[config.mk]
export PLATFORM = sky130hd
export DESIGN_NAME = fcull_fifo
export DESIGN_NICKNAME = d
export VERILOG_FILES = /design/src/design/fcull_fifo.sv
export VERILOG_INCLUDE_DIRS = /design/src /design/src/design
export SDC_FILE = /design/constraint.sdc
export NUM_CORES = 1
export LEC_CHECK = 0
export ABC_AREA = 1
export BUFFER_PORTS_ARGS = -buffer_cell sky130_fd_sc_hd__clkbuf_2
export CORE_MARGIN = 2
export CORE_UTILIZATION = 50
export DETAILED_ROUTE_END_ITERATION = 10
export PLACE_DENSITY = 0.71
export SLEW_MARGIN = 5
export SYNTH_ARGS = -nofsm -noshare
export SYNTH_HDL_FRONTEND = slang
export SYNTH_SLANG_ARGS = --single-unit
[constraint.sdc]
create_clock -name clk -period 1.75 [get_ports clk]
set_input_delay 0.35 -clock clk [delete_from_list [all_inputs] [get_ports clk]]
set_output_delay 0.35 -clock clk [all_outputs]
set_load 0.1 [all_outputs]
[src/design/frustum_cull_test_top_assert.svh]
// Assertion macros shared by the frustum culling RTL.
// Expects signals named clk and rst_n in the module that uses them.
`ifndef FRUSTUM_CULL_TEST_TOP_ASSERT_SVH
`define FRUSTUM_CULL_TEST_TOP_ASSERT_SVH

// The condition holds at every clock edge outside reset.
`define FCT_ASSERT_ALWAYS(lbl, cond, msg) \
  lbl: assert property (@(posedge clk) disable iff (!rst_n) (cond)) else $error(msg);

// The consequence holds in the cycle after the antecedent.
`define FCT_ASSERT_NEXT(lbl, ante, cons, msg) \
  lbl: assert property (@(posedge clk) disable iff (!rst_n) (ante) |=> (cons)) else $error(msg);

`endif

[src/design/fcull_fifo.sv]
// Small first-in first-out queue built from registers.
// Standalone; uses the shared assertion macros.
module fcull_fifo #(
  parameter int W     = 8,
  parameter int DEPTH = 4
) (
  input  logic                         clk,
  input  logic                         rst_n,
  input  logic                         push,
  input  logic [W-1:0]                 din,
  input  logic                         pop,
  output logic [W-1:0]                 dout,
  output logic                         empty,
  output logic [$clog2(DEPTH+1)-1:0]   level
);
  `include "frustum_cull_test_top_assert.svh"

  localparam int LW = $clog2(DEPTH + 1);
  localparam int PW = $clog2(DEPTH);

  logic [W-1:0]  mem_r [DEPTH];
  logic [PW-1:0] wr_ptr_r, wr_ptr_nxt;
  logic [PW-1:0] rd_ptr_r, rd_ptr_nxt;
  logic [LW-1:0] level_r, level_nxt;

  always_comb begin
    wr_ptr_nxt = wr_ptr_r;
    rd_ptr_nxt = rd_ptr_r;
    level_nxt  = level_r;
    if (push) begin
      wr_ptr_nxt = (wr_ptr_r == PW'(DEPTH - 1)) ? '0 : wr_ptr_r + 1'b1;
    end
    if (pop) begin
      rd_ptr_nxt = (rd_ptr_r == PW'(DEPTH - 1)) ? '0 : rd_ptr_r + 1'b1;
    end
    if (push && !pop) begin
      level_nxt = level_r + 1'b1;
    end else if (pop && !push) begin
      level_nxt = level_r - 1'b1;
    end
  end

  always_ff @(posedge clk) begin
    if (!rst_n) begin
      wr_ptr_r <= '0;
      rd_ptr_r <= '0;
      level_r  <= '0;
    end else begin
      wr_ptr_r <= wr_ptr_nxt;
      rd_ptr_r <= rd_ptr_nxt;
      level_r  <= level_nxt;
    end
  end

  always_ff @(posedge clk) begin
    if (push) begin
      mem_r[wr_ptr_r] <= din;
    end
  end

  assign dout  = mem_r[rd_ptr_r];
  assign empty = (level_r == '0);
  assign level = level_r;

  `FCT_ASSERT_ALWAYS(a_level_bound, level_r <= LW'(DEPTH), "queue level beyond depth")
  `FCT_ASSERT_ALWAYS(a_no_overflow, !push || pop || (level_r < LW'(DEPTH)), "push into full queue")
  `FCT_ASSERT_NEXT(a_level_up, push && !pop, level_r == $past(level_r) + 1'b1, "level did not rise")
  `FCT_ASSERT_NEXT(a_level_down, pop && !push, level_r == $past(level_r) - 1'b1, "level did not fall")

endmodule

* Yosys cells after proc, flatten, opt, wreduce, memory -nomap -nowiden
Memories as Yosys holds them, arrays and structs flattened. A register that Yosys moved wholly into a read port is not among the register bits.
Index checks and enable logic that the tools add are counted.
** Storage, ports and cells
- RAM bits :: 32
- Output and inout bits :: 12
- Logic and storage cells :: 24
- Flip-flop bits (word level) :: 7
- Input bits :: 12
- Memories kept :: 1
** Memories
- mem_r :: depth 4, width 8, read ports 1, clocked after Yosys merged registers in 1, write ports 1, RTL line fcull_fifo.sv:21 : logic [W-1:0] mem_r [DEPTH];
** Operators by class
- Equal/unequal tests :: 2
- Reductions and logical operators :: 6
- Mux-type cells :: 8
- Add/subtract/negate cells :: 4
** Operators with widths (count)
- $mux 2 :: 4
- $mux 3 :: 2
- $add 2x1->2 const B :: 2
- $eq 2x2->1 const B :: 2
- $add 3x1->3 const B :: 1
- $logic_not 3->1 :: 1
- $sub 3x1->3 const B :: 1
- $logic_and 1x1->1 :: 2
- $logic_not 1->1 :: 2
- $mux 1 :: 2
- $reduce_bool 2->1 :: 1

* Depth between registers and ports, before layout
Gate-level depths: netlist of run 1.
- Depth after elaboration :: 4
- Mapped depth :: 10
- Gate-level depth less buffers :: 10

* Worst setup path before layout of run 1
OpenSTA, ideal clock, no wires.
- Path kind :: reg-to-output
- From :: register level_r[0] (netlist: level[0])
- To :: output empty
- Path slack :: -1.501 ns
- Required time :: 1.400 ns
- Data arrival time :: 2.901 ns
- Stages on the path, launching flop included :: 2
- Buffers on the path :: 0
- Cells stage by stage :: dfxtp_1 nor3_1
** Between the ends
- Cells in the longest elaborated chain, start to end :: 1
** Ends and longest elaborated chain
- start: declaration :: RTL line fcull_fifo.sv:24 : logic [LW-1:0] level_r, level_nxt;
- start signal: assignment :: RTL line fcull_fifo.sv:51 : level_r <= level_nxt;
- $logic_not 3->1 :: RTL line fcull_fifo.sv:62 : assign empty = (level_r == '0);
- end: declaration :: RTL line fcull_fifo.sv:13 : output logic empty,
Every way passes these cells.

==> impl_metrics.json, run 1 <==
{
  "status": "complete, no violations",
  "rr_worst_depth": 3,
  "vdd_drop_max_uv": 750.3,
  "hold_depth": 1,
  "drt-total-wl_um": 2927,
  "maxCapViolations": 0,
  "start_util_pct": 53.06,
  "grt_pass1_wl_um": 4754,
  "critPathBufInv": 2,
  "netlist_instances": 134,
  "post-route-min-period_ns": 1.726,
  "yosysSeqAreaShare_pct": 69.30,
  "vias": 1083,
  "ios": 24,
  "die_w_um": 61.39,
  "grt.total_usage_pct": 18.50,
  "setup_viol": 0,
  "cts_hold_buf": 0,
  "finish.utilization_pct": 70.85,
  "fmax_mhz": 579.3,
  "multi_input_area_um2": 586.8,
  "syn_nets": 153,
  "hp-class": "input pin to flop",
  "cp_num_cells": 4,
  "cts_sinks": 41,
  "cts_max_path_buffers": 2,
  "nNetsFinal": 183,
  "gp_congestion": 0.8427,
  "wire_per_inst_um": 14.00,
  "cp_cell_sequence": "buf_8 > o21ai_4 > o22ai_4 > buf_12",
  "cts-buffers-inserted": 5,
  "io_buffers": 23,
  "clock_latency_ns": 0.34,
  "yosys_warnings": 0,
  "regArea_um2": 1152,
  "gr-total-overflow": 0,
  "syn_to_final_growth_pct": 33.51,
  "start_kind": "flop",
  "grt_pass1_vias": 1062,
  "drive_above_1_share_pct": 36.97,
  "tritoncts": "yes",
  "power_leakage_nw": 0.8478,
  "path_clk_slew_ns": 0.11,
  "max-slew-margin-rel_pct": 64.16,
  "cp.arrival_ns": 1.38,
  "period_share_pct": 98.64,
  "cp.required_ns": 1.40,
  "worstPathMaxFanout": 10,
  "fin_tns_setup_ns": 0,
  "avgSynthCellArea_um2": 12.29,
  "coreArea_um2": 3103,
  "netlist_area_um2": 1647,
  "critPathTopFamily": "flip-flops",
  "tightestPinTransition_ns": 0.5400,
  "critPathKind": "flop to primary output",
  "grt_max_degree": 17,
  "synth_seq_cells": 41,
  "design_area_um2": 2198,
  "htree_num_levels": 2,
  "drc": 0,
  "antenna_found_initial": 0,
  "firstDrtPassIters": 4,
  "cpPeakStageDelay_ns": 0.41,
  "antenna_cells": 0,
  "route.antenna.remaining_nets": 0,
  "ys_types": 19,
  "drt-initial-drc-count": 48,
  "cts-root-buf": "clkbuf_4",
  "dpl_cell_area_um2": 2054,
  "die_h_um": 61.39,
  "maxSlewViolCount": 0,
  "holdWs_ns": 0.2294,
  "hold_violations": 0,
  "final.fill_count": 235,
  "fin_skew_ns": 0.008884,
  "rows": 20,
  "p_total_mw": 2.476,
  "cp-end-kind": "primary output",
  "cp_slowest_cell": "dfxtp_4",
  "power_density_nw_per_um2": 1126,
  "viasPerCell": 5.182,
  "dieArea_um2": 3768,
  "dp_hpwl_um": 2086,
  "rsz0062_at_grt": "yes"
}
-- flip-flops by register name, summed over array words and instances (netlist names), named ones only --
name      flops
mem_r        32
level         3
rd_ptr_r      2
wr_ptr_r      2
-- through the flow --
step / setup WS (ns) / std cells
after detailed placement: 0.1107 / 201
final: 0.02377 / 209
after global routing: -0.03607 / 209
after global placement: 0.1891 / 201
after floorplan: 0.02415 / 134
after CTS: -0.01232 / 209
-- layout make-up --
class	count	share of cell area [%]
inverters	16	3.073
clock inverters	2	1.537
well taps	44	2.504
clock buffers	6	1.878
repair buffers	25	11.90
flip-flops and latches	41	52.42
multi-input cells	75	26.69
-- worst paths after layout --
path / start / endpoint / slack [ns]
max: flop / dout[3] / 0.02
min: din[3] / mem_r[0][3]$_DFFE_PP_ / 0.23
max reg2reg: wr_ptr_r[0]$_SDFFE_PN0P_ / mem_r[3][1]$_DFFE_PP_ / 0.46
min reg2reg: rd_ptr_r[0]$_SDFFE_PN0P_ / flop / 0.55
-- cell usage in the layout (no fill, tap or decap), types with 2 or more instances in the layout --
master    Yosys  layout
edfxtp_1     32      32
nor2_1       22      20
inv_1        15      14
clkbuf_2      0      14
o21ai_2       2       9
o22ai_4       0       8
nand2_1       8       8
buf_12        0       8
o21ai_1       2       6
ha_1          6       6
clkbuf_4      0       5
nor2_2        2       4
dfxtp_1       9       4
a21oi_1       3       3
o21ai_0      15       3
dfxtp_2       0       3
nor3_1        3       2
dfxtp_4       0       2
-- worst register-to-register path: cells and delay by family (launching register included) --
kind | cells | cell delay [ns]
and+or+nand+nor | 1 | 0.06
DFF | 1 | 0.42
buffers and inverters | 1 | 0.29
adders and majority gates | 1 | 0.20
-- metal layers --
metal	wire (µm)	track usage, %
met1	1238	22.41
met4	54	10.03
met2	1521	30.70
met5	0	0
met3	113	4.412
-- cells by family after synthesis --
logic type | count (synthesis) | synth area share [%]
flip-flops | 41 | 69.30
AND/OR/NAND/NOR | 37 | 9.194
AO/OA/AOI/OAI | 30 | 10.18
buffers and inverters | 18 | 5.015
adder cells (fa/ha/maj) | 7 | 5.775
XOR/XNOR | 1 | 0.5320
-- Yosys cell counts, drive strengths merged --
cell	n	area share (%)
edfxtp	32	58
nor2	24	5.8
o21ai	19	6.2
inv	16	3.6
dfxtp	9	11
nand2	8	1.8
o22ai	8	3.0
ha	6	4.6
a21oi	3	0.91
nor3	3	0.91
buf	2	1.4
fa	1	1.2
nand3	1	0.30
nand4	1	0.38
xor2	1	0.53
-- power by group --
part           switching (mW)  total [mW]  leakage, nW  internal (mW)
clock network           0.280       0.578       0.0399          0.297
logic                   0.514       0.744        0.437          0.231
registers              0.0476        1.15        0.371           1.11
-- timing repair --
item,in CTS,in global routing
endpoints found under the hold margin,0,0
buffers inserted,0,0
pin swaps,0,1
setup endpoints to repair,8,9
gates resized for setup,18,17
No activity file was read; power rests on OpenSTA's default activity.
==> run 2, diff against run 1 <==
Settings changed: CORE_ASPECT_RATIO set to 0.8, CORE_UTILIZATION 50 to 33, PLACE_DENSITY 0.71 to not set.
Clock period 1.75 ns to 1.8 ns, I/O delays scaled along.
==> run 2 against run 1 <==
Flip-flop and latch count did not move. Final cell count increased by 8.1%. Wire length up 7.0%. Global-route usage down 5.4 points. Core utilization is 24 points lower. Clock power fell by 0.9%. Power down 2.7%. Hold slack better by 0.054 ns. Combinational power fell by 3.1%. Clock-buffer cell count stayed put. Via count fell by 3.6%. Final area shrank 0.17%. Critical endpoint unchanged. Largest power group unchanged.
==> impl_metrics.json, run 2 (synthesis gave the netlist of run 1 again) <==
{
  "setup_viol": 0,
  "max-slew-margin-rel_pct": 63.82,
  "path_clk_slew_ns": 0.07,
  "grt.total_usage_pct": 13.06,
  "critPathKind": "flop to primary output",
  "cp.required_ns": 1.44,
  "io_buffers": 23,
  "fin_skew_ns": 0.002858,
  "route.antenna.remaining_nets": 0,
  "nNetsFinal": 184,
  "die_w_um": 82.98,
  "firstDrtPassIters": 4,
  "power_frac_comb_pct": 29.9,
  "gp_congestion": 0.8143,
  "coreArea_um2": 4707,
  "fmax_mhz": 585.6,
  "drc": 0,
  "grt_max_degree": 17,
  "cts_max_path_buffers": 2,
  "dp_hpwl_um": 2248,
  "dp.cells": 216,
  "cts-buffers-inserted": 5,
  "cp-end-kind": "primary output",
  "maxCapViolations": 0,
  "cts_sinks": 41,
  "vias": 1044,
  "worstPathMaxFanout": 14,
  "power_leakage_nw": 0.8523,
  "clock_latency_ns": 0.29,
  "antenna_cells": 0,
  "hold_violations": 0,
  "power_density_nw_per_um2": 1098,
  "p_total_mw": 2.410,
  "gr-total-overflow": 0,
  "power.switching_mw": 0.8433,
  "grt_pass1_vias": 1038,
  "antenna_found_initial": 0,
  "finish.utilization_pct": 46.62,
  "cts_hold_buf": 0,
  "p_clk_share_pct": 23.8,
  "syn_to_final_growth_pct": 33.28,
  "cp.arrival_ns": 1.35,
  "stdcell_count": 226,
  "vdd_drop_max_uv": 463.0,
  "drive_above_1_share_pct": 36.14,
  "hp-class": "input pin to flop",
  "design_area_um2": 2195,
  "ios": 24,
  "rsz0062_at_grt": "no",
  "largest-register": "mem_r",
  "start_kind": "flop",
  "drt-total-wl_um": 3133,
  "viasPerCell": 4.619,
  "rows": 22,
  "die_h_um": 67.18,
  "start_util_pct": 34.98,
  "seq_power_share_pct": 46.3,
  "post-route-min-period_ns": 1.708,
  "maxSlewViolCount": 0,
  "wire_per_inst_um": 13.86,
  "final.fill_count": 420,
  "grt_pass1_wl_um": 5278,
  "drt-initial-drc-count": 18,
  "dieArea_um2": 5574,
  "final_common_cell": "edfxtp_1",
  "status": "complete, no violations",
  "sw_frac_of_total_pct": 34.99,
  "final_cell_mix": "edfxtp_1 (32), nor2_1 (18), clkbuf_2 (15), inv_1 (14), o21ai_1 (11)",
  "htree_num_levels": 2,
  "period_share_pct": 94.86,
  "fin_tns_setup_ns": 0,
  "tightestPinTransition_ns": 0.5451,
  "tritoncts": "yes",
  "dpl_cell_area_um2": 2067,
  "cts-root-buf": "clkbuf_8",
  "largest_register_ffs": 32,
  "p_int_mw": 1.566
}
[run 2: cell count changes in the layout (fill, tap and decap cells not counted), sizes merged]
cell    delta
bufinv     -1
clkbuf     +1
clkinv     +1
[run 2: metrics by stage]
step / worst slack, ns / hold slack [ns]
2_1_floorplan: 0.06415 / 0.4589
5_1_grt: 0.01806 / 0.2762
4_1_cts: -0.003039 / 0.2740
3_3_place_gp: 0.2268 / 0.5029
6_report: 0.09245 / 0.2839
3_5_place_dp: 0.1646 / 0.5324
[run 2: per-layer routing]
metal	wire length (µm)	share of wire, %	track usage, %	up-vias
li1	-	-	-	527
met1	1372	44	15.74	492
met2	1503	48	20.87	20
met3	186	5.9	4.890	5
met4	70	2.2	6.762	0
met5	0	0	0	-
[run 2: path summary, 6_finish.rpt]
kind	start	endpoint	slack, ns	cells after the start
setup / recovery	flop	dout[3]	0.09	5
setup reg to reg	wr_ptr_r[0]$_SDFFE_PN0P_	mem_r[0][6]$_DFFE_PP_	0.51	4
hold / removal	din[6]	mem_r[3][6]$_DFFE_PP_	0.28	1
hold reg to reg	wr_ptr_r[1]$_SDFFE_PN0P_	wr_ptr_r[1]$_SDFFE_PN0P_	0.54	2
[run 2: area by class of cell]
class | instances | area [µm²] | area share (%)
Sequential cell | 41 | 1147 | 52.28
Multi-Input combinational cell | 75 | 565.5 | 25.77
Timing Repair Buffer | 26 | 261.5 | 11.92
Tap cell | 60 | 75.07 | 3.421
Clock buffer | 6 | 72.57 | 3.307
Inverter | 16 | 62.56 | 2.851
Clock inverter | 2 | 10.01 | 0.4561
[run 2: power by group through the flow]
stage               clock network (mW)  logic [mW]  registers, mW
floorplan                            0       0.438           1.21
global placement                     0       0.700           1.13
detailed placement                   0       0.712           1.13
CTS                              0.591       0.715           1.11
global route                     0.640       0.760           1.12
finish                           0.573       0.721           1.12
[run 2: critical path, stage by stage, from the launching register on]
cell and delay (ns):
dfxtp_2 0.36, buf_6 0.16, buf_4 0.14, nor2_2 0.05, o22ai_4 0.14, buf_12 0.20
[run 2: timing repair]
item                                    4_1_cts  5_1_grt
endpoints found under the setup margin        6        8
gates resized for setup                       7       18
pin swaps                                     0        0
setup buffers                                 0        2
==> run 3, diff against run 2 <==
Settings changed: MAX_ROUTING_LAYER set to met4, REMOVE_ABC_BUFFERS set to 1.
Clock period 1.8 ns to 1.75 ns, I/O delays scaled along.
==> run 3 against run 2 <==
Final cell count rose by 0.44%. Non-clock buffer count rose by 2. Core utilization fell by 1.6 points. Hold slack got worse by 0.0086 ns. Combinational power fell by 3%.
==> impl_metrics.json, run 3 (synthesis gave the netlist of run 1 again) <==
{
  "status": "complete, no violations",
  "maxCapViolations": 0,
  "fin_tns_setup_ns": 0,
  "cts_hold_buf": 0,
  "tritoncts": "yes",
  "cp.arrival_ns": 1.38,
  "worstPathMaxFanout": 16,
  "critPathKind": "flop to primary output",
  "power.switching_mw": 0.8324,
  "seq_power_share_pct": 47.2,
  "die_h_um": 67.18,
  "post-route-min-period_ns": 1.727,
  "cp.required_ns": 1.40,
  "drc": 0,
  "power_leakage_nw": 0.8537,
  "final.fill_count": 416,
  "cp-end-kind": "primary output",
  "cts_sinks": 41,
  "grt.total_usage_pct": 12.43,
  "drt-initial-drc-count": 60,
  "p_clk_share_pct": 23.8,
  "antenna_found_initial": 0,
  "fin_skew_ns": 0.006039,
  "holdWs_ns": 0.2753,
  "hp-class": "input pin to flop",
  "firstDrtPassIters": 4,
  "dieArea_um2": 5574,
  "period_share_pct": 98.66,
  "power_frac_comb_pct": 29.0,
  "wire_per_inst_um": 13.78,
  "gp_congestion": 0.7943,
  "fmax_mhz": 579.2,
  "dp_hpwl_um": 2203,
  "start_util_pct": 34.98,
  "sw_frac_of_total_pct": 34.46,
  "maxSlewViolCount": 0,
  "nNetsFinal": 186,
  "drive_above_1_share_pct": 28.74,
  "grt_pass1_wl_um": 4954,
  "vdd_drop_max_uv": 336.9,
  "setup_viol": 0,
  "gr-total-overflow": 0,
  "clock_latency_ns": 0.29,
  "final_cell_mix": "edfxtp_1 (32), nor2_1 (21), inv_1 (14), clkbuf_2 (14), o21ai_0 (13)",
  "io_buffers": 23,
  "antenna_cells": 0,
  "multi_input_area_um2": 456.7,
  "grt_max_degree": 17,
  "tightestPinTransition_ns": 0.5426,
  "viasPerCell": 4.758,
  "ios": 24,
  "cts_max_path_buffers": 2,
  "largest-register": "mem_r",
  "htree_num_levels": 2,
  "rows": 22,
  "p_int_mw": 1.583,
  "max-slew-margin-rel_pct": 63.98,
  "cts-buffers-inserted": 5,
  "power_density_nw_per_um2": 1139,
  "coreArea_um2": 4707,
  "start_kind": "flop",
  "path_clk_slew_ns": 0.07,
  "syn_to_final_growth_pct": 28.80,
  "largest_register_ffs": 32,
  "p_total_mw": 2.415,
  "stdcell_count": 227,
  "hold_violations": 0,
  "cts-root-buf": "clkbuf_8",
  "grt_pass1_vias": 1031,
  "rsz0062_at_grt": "yes",
  "drt-total-wl_um": 3129,
  "final_common_cell": "edfxtp_1",
  "regArea_um2": 1146,
  "vias": 1080,
  "route.antenna.remaining_nets": 0,
  "dp.cells": 218,
  "die_w_um": 82.98
}
-- run 3: per-layer routing --
layer | global-route usage (%) | wire [µm] | share of wire (%)
met1 | 14.36 | 1451 | 46
met2 | 20.87 | 1524 | 49
met3 | 3.301 | 87 | 2.8
met4 | 5.533 | 65 | 2.1
met5 | - | 0 | 0
-- run 3: repair_timing --
action / in CTS / in global routing
cloned: 0 / 0
buffers inserted: 1 / 1
pin swaps: 2 / 3
hold endpoints to repair: 0 / 0
gates resized for setup: 8 / 14
setup endpoints to repair: 8 / 8
-- run 3: cell type report --
class	instances	share of cell area, %
inverter	16	3.068
sequential	41	54.04
clock inverter	2	0.5310
clock buffer	5	3.245
tap	60	3.540
multi-input combinational	75	21.53
timing repair buffer	28	14.04
-- run 3: worst paths after layout --
kind,start,to,slack (ns),depth (start not counted)
setup / recovery,flop,dout[3],0.02,4
hold / removal,din[6],mem_r[0][6]$_DFFE_PP_,0.28,1
setup reg to reg,wr_ptr_r[0]$_SDFFE_PN0P_,mem_r[3][4]$_DFFE_PP_,0.42,3
hold reg to reg,rd_ptr_r[1]$_SDFFE_PN0P_,flop,0.55,2
-- run 3: per-stage QoR --
step	setup WS, ns	utilization, %	area (µm²)
5_1_grt	-0.04204	45.06	2121
3_5_place_dp	0.1398	41.63	1959
3_3_place_gp	0.1983	41.63	1959
2_1_floorplan	-1.501	-	1624
6_report	0.02349	45.06	2121
4_1_cts	-0.004612	44.10	2076
-- run 3: worst max-delay path, stage by stage, from the launching register on --
cell     delay (ns)
dfxtp_4        0.37
inv_6          0.13
o21ai_0        0.13
o22ai_1        0.24
buf_12         0.21
-- run 3: power groups by stage --
stage / clock (mW) / sequential (mW) / combinational [mW]
finish: 0.575 / 1.14 / 0.701
global route: 0.625 / 1.15 / 0.734
CTS: 0.587 / 1.14 / 0.696
detailed placement: 0 / 1.16 / 0.676
global placement: 0 / 1.15 / 0.667
floorplan: 0 / 1.23 / 0.376
